--- src/design/lsps_pkg.sv ---
package lsps_pkg;

  localparam int MAX_LEDS_DEF = 256;
  localparam int ADDR_W       = 5;
  localparam int DATA_W       = 32;
  localparam int BITS_PER_LED = 24;

  typedef enum logic [1:0] {
    CMD_WRITE = 2'd0,
    CMD_READ  = 2'd1,
    CMD_START = 2'd2,
    CMD_TICK  = 2'd3
  } cmd_t;

  typedef enum logic [1:0] {
    ST_OK    = 2'd0,
    ST_RANGE = 2'd1,
    ST_BUSY  = 2'd2
  } status_t;

  typedef enum logic [2:0] {
    REG_STRIP_LENGTH    = 3'd0,
    REG_ONE_HIGH_TICKS  = 3'd1,
    REG_ONE_LOW_TICKS   = 3'd2,
    REG_ZERO_HIGH_TICKS = 3'd3,
    REG_ZERO_LOW_TICKS  = 3'd4
  } reg_idx_t;

  typedef struct packed {
    cmd_t       command;
    logic [7:0] led_index;
    logic [7:0] red_in;
    logic [7:0] green_in;
    logic [7:0] blue_in;
  } item_t;

  typedef struct packed {
    logic       line_level;
    logic       busy_res;
    logic [7:0] red_out;
    logic [7:0] green_out;
    logic [7:0] blue_out;
    status_t    status;
    logic       frame_done;
  } result_t;

  typedef struct packed {
    logic [8:0] strip_length;
    logic [7:0] one_high_ticks;
    logic [7:0] one_low_ticks;
    logic [7:0] zero_high_ticks;
    logic [7:0] zero_low_ticks;
  } cfg_t;

  // a programmed phase length of zero behaves as one tick
  function automatic logic [7:0] phase_ticks(input logic [7:0] t);
    phase_ticks = (t == 8'd0) ? 8'd1 : t;
  endfunction

endpackage

--- src/design/lsps_cfg.sv ---
module lsps_cfg (
  input  logic                      clk,
  input  logic                      rst,
  input  logic                      psel,
  input  logic                      penable,
  input  logic                      pwrite,
  input  logic [lsps_pkg::ADDR_W-1:0] paddr,
  input  logic [lsps_pkg::DATA_W-1:0] pwdata,
  output logic [lsps_pkg::DATA_W-1:0] prdata,
  output logic                      pready,
  output lsps_pkg::cfg_t            cfg
);
  import lsps_pkg::*;

  logic     wr_en;
  reg_idx_t reg_sel;

  assign pready  = 1'b1;
  assign wr_en   = psel && penable && pwrite;
  assign reg_sel = reg_idx_t'(paddr[4:2]);

  always_ff @(posedge clk) begin
    if (rst) begin
      cfg.strip_length    <= 9'd256;
      cfg.one_high_ticks  <= 8'd40;
      cfg.one_low_ticks   <= 8'd23;
      cfg.zero_high_ticks <= 8'd20;
      cfg.zero_low_ticks  <= 8'd43;
    end else if (wr_en) begin
      case (reg_sel)
        REG_STRIP_LENGTH:    cfg.strip_length    <= pwdata[8:0];
        REG_ONE_HIGH_TICKS:  cfg.one_high_ticks  <= pwdata[7:0];
        REG_ONE_LOW_TICKS:   cfg.one_low_ticks   <= pwdata[7:0];
        REG_ZERO_HIGH_TICKS: cfg.zero_high_ticks <= pwdata[7:0];
        REG_ZERO_LOW_TICKS:  cfg.zero_low_ticks  <= pwdata[7:0];
        default: ;
      endcase
    end
  end

  always_comb begin
    prdata = '0;
    case (reg_sel)
      REG_STRIP_LENGTH:    prdata = DATA_W'(cfg.strip_length);
      REG_ONE_HIGH_TICKS:  prdata = DATA_W'(cfg.one_high_ticks);
      REG_ONE_LOW_TICKS:   prdata = DATA_W'(cfg.one_low_ticks);
      REG_ZERO_HIGH_TICKS: prdata = DATA_W'(cfg.zero_high_ticks);
      REG_ZERO_LOW_TICKS:  prdata = DATA_W'(cfg.zero_low_ticks);
      default:             prdata = '0;
    endcase
  end

endmodule

--- config.mk ---
export PLATFORM = sky130hd
export DESIGN_NAME = lsps_cfg
export DESIGN_NICKNAME = d
export VERILOG_FILES = /design/src/design/lsps_pkg.sv /design/src/design/lsps_cfg.sv
export SDC_FILE = /design/constraint.sdc
export NUM_CORES = 1
export LEC_CHECK = 0
export CAP_MARGIN = 10
export CORE_UTILIZATION = 30
export CTS_CLUSTER_SIZE = 14
export DETAILED_ROUTE_END_ITERATION = 12
export DONT_BUFFER_PORTS = 1
export HOLD_SLACK_MARGIN = 0.12
export SYNTH_ARGS = -nofsm -noshare
export SYNTH_HDL_FRONTEND = slang
export SYNTH_SLANG_ARGS = --single-unit
export TNS_END_PERCENT = 1
--- constraint.sdc ---
create_clock -name clk -period 1.9 [get_ports clk]
set_clock_uncertainty 0.05 [all_clocks]
set_input_delay 0.285 -clock clk [delete_from_list [all_inputs] [get_ports clk]]
set_output_delay 0.285 -clock clk [all_outputs]
set_load 0.005 [all_outputs]
==> results_dict.tcl, run 1 <==
set metrics [dict create \
    cts.path.max_buffers 2 \
    num_vias 1552 \
    finalHoldViolations 0 \
    status "finished clean" \
    grt_busiest_layer "met2" \
    end_kind "flop" \
    antenna_cells 0 \
    initial_core_util 0.308 \
    ios 116 \
    setup-tns-final_ps 0 \
    finalPower_w 0.00173 \
    wl_per_cell_um 17.6 \
    slew_viol_final 0 \
    synth_cells 229 \
    final_nets 271 \
    remaining_drc_errors 0 \
    insertion_delay_ps 290 \
    crit_arrival_ps 1690 \
    synth_area_um2 2220 \
    grtUsageMet2 0.261 \
    pwr_density_cell_nw_per_um2 728 \
    min_period_over_period 0.820 \
    slew_headroom 0.438 \
    hold_path.class "input port to flop" \
    postLayoutCellArea_um2 2380 \
    core-area_um2 7210 \
    area_delta_synth_final_pct 6.87 \
    vdd_ir_drop_max_v 0.000332 \
    gp_congestion 0.723 \
    setup_violations 0 \
    wl_um 5780 \
    antenna_found_initial 0 \
    htreeDepth 2 \
    drive_gt1_frac 0.117 \
    drtPass1Iterations 4 \
    critPathRequiredTime_ps 2030 \
    synth-edff-count 0 \
    placed_area_um2 2210 \
    yosysWarnings 0 \
    gr-total-overflow 0 \
    grt_pass1_vias 1579 \
    numCtsBuffers 5 \
    met1_usage 0.192 \
    maxCapViolations 0 \
    drt_iter0_drc 54 \
    place_hpwl_um 3940 \
    largest_registers "cfg x41" \
    finalCriticalPeriod_ps 1560 \
    cts.clk_slew.worst_paths_ps 80 \
    die_w_um 88.1 \
    fp.dieH_um 88.1 \
    fmax_mhz 642 \
    largest_reg_flops 41 \
    grt_pass1_wl_um 8930 \
    syn_area_per_cell_um2 9.71 \
    cts_root_buf "clkbuf_8" \
    post-cts-setup-buffer-count 0 \
    grt_max_degree 33 \
    rows 31 \
    worstSetupPathType "input port to flop" \
    ys_seq_area_frac 0.369 \
    avgViaCountPerCell 4.72 \
    crit_path_start_kind "input port" \
    ys_types 31 \
    synth_flop_cell "dfxtp_1" \
    detail-route-antenna-nets 0 \
    dieArea_um2 7760 \
    synth_seq_cells 41 \
    postSynth.asyncResetShare 0 \
    grt_use_total 0.155 \
    p_leak_nw 1.02 \
    regMostFlops "cfg" \
    numPortBuffers 0 \
    cts_tree "yes" \
    cts_sinks 41 \
    tightestPinTransition_ps 843 \
    use_met3 0.0556 \
    rsz0062_at_grt "false" \
    critPathMaxFanout 32 \
]
[per-layer routing]
layer,share of wire,vias up
met3,0.079,4
met5,0,-
met2,0.48,58
met4,0.0061,0
met1,0.44,742
li1,-,748
[worst paths after layout]
path / endpoint / start / cells past startpoint / slack [ps]
min reg2reg: cfg[23]$_SDFFE_PP0P_ / cfg[23]$_SDFFE_PP0P_ / 2 / 450
max reg2reg: cfg[40]$_SDFFE_PP1P_ / cfg[40]$_SDFFE_PP1P_ / 3 / 470
min: cfg[18]$_SDFFE_PP1P_ / pwdata[2] / 2 / 120
max: cfg[40]$_SDFFE_PP1P_ / rst / 3 / 340
[stage by stage]
step                      setup slack (ps)  utilization  cells  hold WS (ps)
final                                  342        0.329    329           123
after global routing                   273        0.329    329           123
after CTS                             34.7        0.328    328           120
after detailed placement               521        0.306    316           341
after global placement                 521        0.306    316           335
after floorplan                        459            -    251           353
[cells by family (layout without fill, tap and decap cells)]
group                  after synthesis  in the layout  share of synthesized area
DFF                                 41             41                      0.369
and+or+nand+nor                     71             71                      0.203
other                                2             24                    0.00338
muxes                               48             48                      0.221
AOI/OAI and AO/OA                   26             26                     0.0822
buffers and inverters               41             20                      0.122
[timing repair]
action,4_1_cts,5_1_grt
endpoints found under the hold margin,20,1
endpoints found under the setup margin,0,1
gates resized for setup,0,1
hold buffers,4,1
[Yosys cell counts, types with 3 or more instances]
cell type,instances,area (um^2)
a22oi_1,14,105
and3_1,3,18.8
buf_2,3,15.0
buf_4,26,195
clkbuf_1,8,30.0
dfxtp_1,41,821
mux2_2,8,90.1
mux2i_1,40,400
nand2b_1,36,225
nor2_1,19,71.3
o22ai_1,8,50.1
[layout by cell type, fill, tap and decap left out, types with 4 or more instances in the layout]
master,synthesis,layout
a22oi_1,14,14
clkbuf_8,0,6
nand2b_1,36,36
dfxtp_1,41,41
dlygate4sd3_1,0,4
nor2_1,19,19
mux2_2,8,8
mux2i_1,40,40
o22ai_1,8,8
conb_1,2,24
buf_4,26,6
[power by group]
group | total (W) | switching, W | internal (W) | leakage [nW]
Clock | 0.000736 | 0.000307 | 0.000429 | 0.0585
Sequential | 0.000872 | 0.00000679 | 0.000865 | 0.331
Combinational | 0.000122 | 0.0000668 | 0.0000553 | 0.630
[critical path: stages]
cell and delay [ps]:
dlymetal6s4s_1 510, a211o_1 340, dlygate4sd3_1 550
[cell type report]
| class | instances | area, um^2 |
|---|---|---|
| fill | 769 | 4840 |
| multi-input combinational | 169 | 1210 |
| sequential | 41 | 821 |
| tap | 99 | 124 |
| timing repair buffer | 11 | 97.6 |
| clock buffer | 7 | 86.3 |
| clock inverter | 1 | 30.0 |
| inverter | 1 | 3.75 |
No activity file was read; power rests on OpenSTA's default activity.
==> run 2: changes to the inputs <==
--- a/config.mk
+++ b/config.mk
@@ -5,6 +5,7 @@
 export SDC_FILE = /design/constraint.sdc
 export NUM_CORES = 1
 export LEC_CHECK = 0
+export ABC_AREA = 1
 export CAP_MARGIN = 10
 export CORE_UTILIZATION = 30
 export CTS_CLUSTER_SIZE = 14
==> constraint.sdc (replaced) <==
create_clock -name clk -period 1.45 [get_ports clk]
set_clock_uncertainty 0.05 [all_clocks]
set_input_delay 0.2175 -clock clk [delete_from_list [all_inputs] [get_ports clk]]
set_output_delay 0.2175 -clock clk [all_outputs]
set_load 0.005 [all_outputs]
==> results_dict.tcl, run 2 <==
set metrics [dict create \
    worst_slack_ps 116 \
    critPathRequiredTime_ps 1180 \
    die_w_um 89.6 \
    postCtsResizedCells 0 \
    p_leak_nw 1.21 \
    post-place-ws_ps 213 \
    fmax_mhz 750 \
    crit_top_cell "nand2_1" \
    postLayoutCellArea_um2 2550 \
    layout_commonest_cell "nand2_1" \
    antenna_cells 0 \
    numCtsBuffers 5 \
    timing.hold.ws_ps 127 \
    largest_reg_flops 41 \
    cp_slowest_cell "dfxtp_1" \
    slew_viol_final 0 \
    yosysMostFrequentCell "nand2_1" \
    layout_common_cells "102 x nand2_1, 70 x nor2_1, 46 x nand3_1, 41 x dfxtp_1, 24 x conb_1" \
    wl_per_cell_um 13.2 \
    ys_seq_area_frac 0.356 \
    rsz0062_at_grt "false" \
    cp.depth 4 \
    yosys.area.top_type "dfxtp_1" \
    r2r-start "cfg[30]$_SDFFE_PP0P_" \
    utilization 0.348 \
    synth_cells 352 \
    placed_area_um2 2340 \
    cts_tree "yes" \
    setup-tns-final_ps 0 \
    worstSetupPathType "flop to primary output" \
    cts_sinks 41 \
    ios 116 \
    rr_endpoint "cfg[30]$_SDFFE_PP0P_" \
    crit_path_start_kind "flop" \
    insertion_delay_ps 300 \
    crit_chain "nand3_1 -> nand2_1 -> nor2_1 -> nand2_1" \
    postSynth.asyncResetShare 0 \
    grt_pass1_wl_um 9740 \
    finalCriticalPeriod_ps 1330 \
    maxCapViolations 0 \
    critPathTopFamily "simple AND/OR/NAND/NOR gates" \
    drtPass1Iterations 4 \
    postCtsHoldBufs 9 \
    vdd_ir_drop_max_v 0.000375 \
    post-cts-setup-buffer-count 0 \
    fillers 812 \
    crit_start "cfg[1]$_SDFFE_PP1P_" \
    yosysWarnings 0 \
    synth_seq_cells 41 \
    num_vias 2060 \
    yosys-top-cells-count "102 x nand2_1, 70 x nor2_1, 46 x nand3_1" \
    slowest_delay_ps 360 \
    gr-total-overflow 0 \
    cts_root_buf "clkbuf_8" \
    grt_use_total 0.162 \
    remaining_drc_errors 0 \
    status "finished clean" \
    synth-edff-count 0 \
    wl_um 6110 \
    antenna_found_initial 0 \
    finalHoldViolations 0 \
    core-area_um2 7330 \
    drive_gt1_frac 0.104 \
    dieArea_um2 8030 \
    crit_arrival_ps 1070 \
    area_delta_synth_final_pct 10.6 \
    syn_area_per_cell_um2 6.54 \
    grt_max_degree 42 \
    synth_flop_cell "dfxtp_1" \
    reg2reg_slack_ps 770 \
    avgViaCountPerCell 4.45 \
    min_period_over_period 0.920 \
    synth_area_um2 2300 \
    regMostFlops "cfg" \
    pwr_density_cell_nw_per_um2 927 \
    grt_pass1_vias 1977 \
    rows 31 \
    initial_core_util 0.314 \
    cts.clk_slew.worst_paths_ps 80 \
    cts.path.max_buffers 2 \
    final_nets 405 \
    numPortBuffers 0 \
    largest_registers "cfg x41" \
    holdCritStartpoint "paddr[2]" \
    hold_path.class "input port to flop" \
    htreeDepth 2 \
    fp.dieH_um 89.6 \
    crit_end "prdata[1]" \
    synth_area_leaders "dfxtp_1 36%, nand2_1 17%, nor2_1 11%" \
    setup_violations 0 \
    ys_types 20 \
    synth_top_area_frac 0.356 \
    r2r_cells 2 \
    gp_congestion 0.788 \
    end_kind "primary output" \
    critPathMaxFanout 3 \
    worst-path-buf-inv 0 \
    detail-route-antenna-nets 0 \
    drt_iter0_drc 144 \
    place_hpwl_um 4710 \
]
==> run 2: worst min-delay path by stage <==
stage	end	cells after the start	slack (ps)
6_report	cfg[22]$_SDFFE_PP0P_	4	130
4_1_cts	cfg[11]$_SDFFE_PP0P_	4	120
5_1_grt	cfg[21]$_SDFFE_PP0P_	4	140
3_5_place_dp	cfg[1]$_SDFFE_PP1P_	2	300
3_3_place_gp	cfg[5]$_SDFFE_PP1P_	2	300
2_1_floorplan	cfg[27]$_SDFFE_PP1P_	2	290
==> run 2: kinds of logic after synthesis <==
family,synth area share
simple gates,0.482
flops,0.356
other cells,0.00326
buf+inv,0.156
compound gates,0.00217
==> run 2: metrics by stage <==
stage	cells	power, W
after floorplan	374	0.00141
after global placement	446	0.00140
after detailed placement	446	0.00140
after CTS	463	0.00239
after global routing	463	0.00247
final	463	0.00236
==> run 2: worst reg2reg max path: stages (launching register included) <==
cell and delay [ps]:
dfxtp_1 410, nor2_1 70, nor2_1 90
==> run 2: where the power goes <==
group | leakage [nW] | total [W] | switching (W) | internal, W
Combinational | 0.825 | 0.000236 | 0.000158 | 0.0000787
Clock | 0.0574 | 0.000969 | 0.000409 | 0.000560
Sequential | 0.332 | 0.00116 | 0.0000166 | 0.00114
==> run 2: layer usage <==
| metal | up-vias | global-route usage | part of all wire |
|---|---|---|---|
| met5 | - | 0 | 0 |
| met4 | 0 | 0.0447 | 0.0085 |
| met3 | 6 | 0.0612 | 0.093 |
| met2 | 61 | 0.271 | 0.46 |
| met1 | 925 | 0.194 | 0.43 |
| li1 | 1068 | - | - |
==> run 2: area by class of cell <==
type,count,area (um^2),area share
Multi-Input combinational cell,270,1200,0.473
Sequential cell,41,821,0.322
Timing Repair Buffer,19,178,0.0697
Tap cell,99,124,0.0486
Inverter,26,100,0.0393
Clock buffer,6,82.6,0.0324
Clock inverter,2,37.5,0.0147
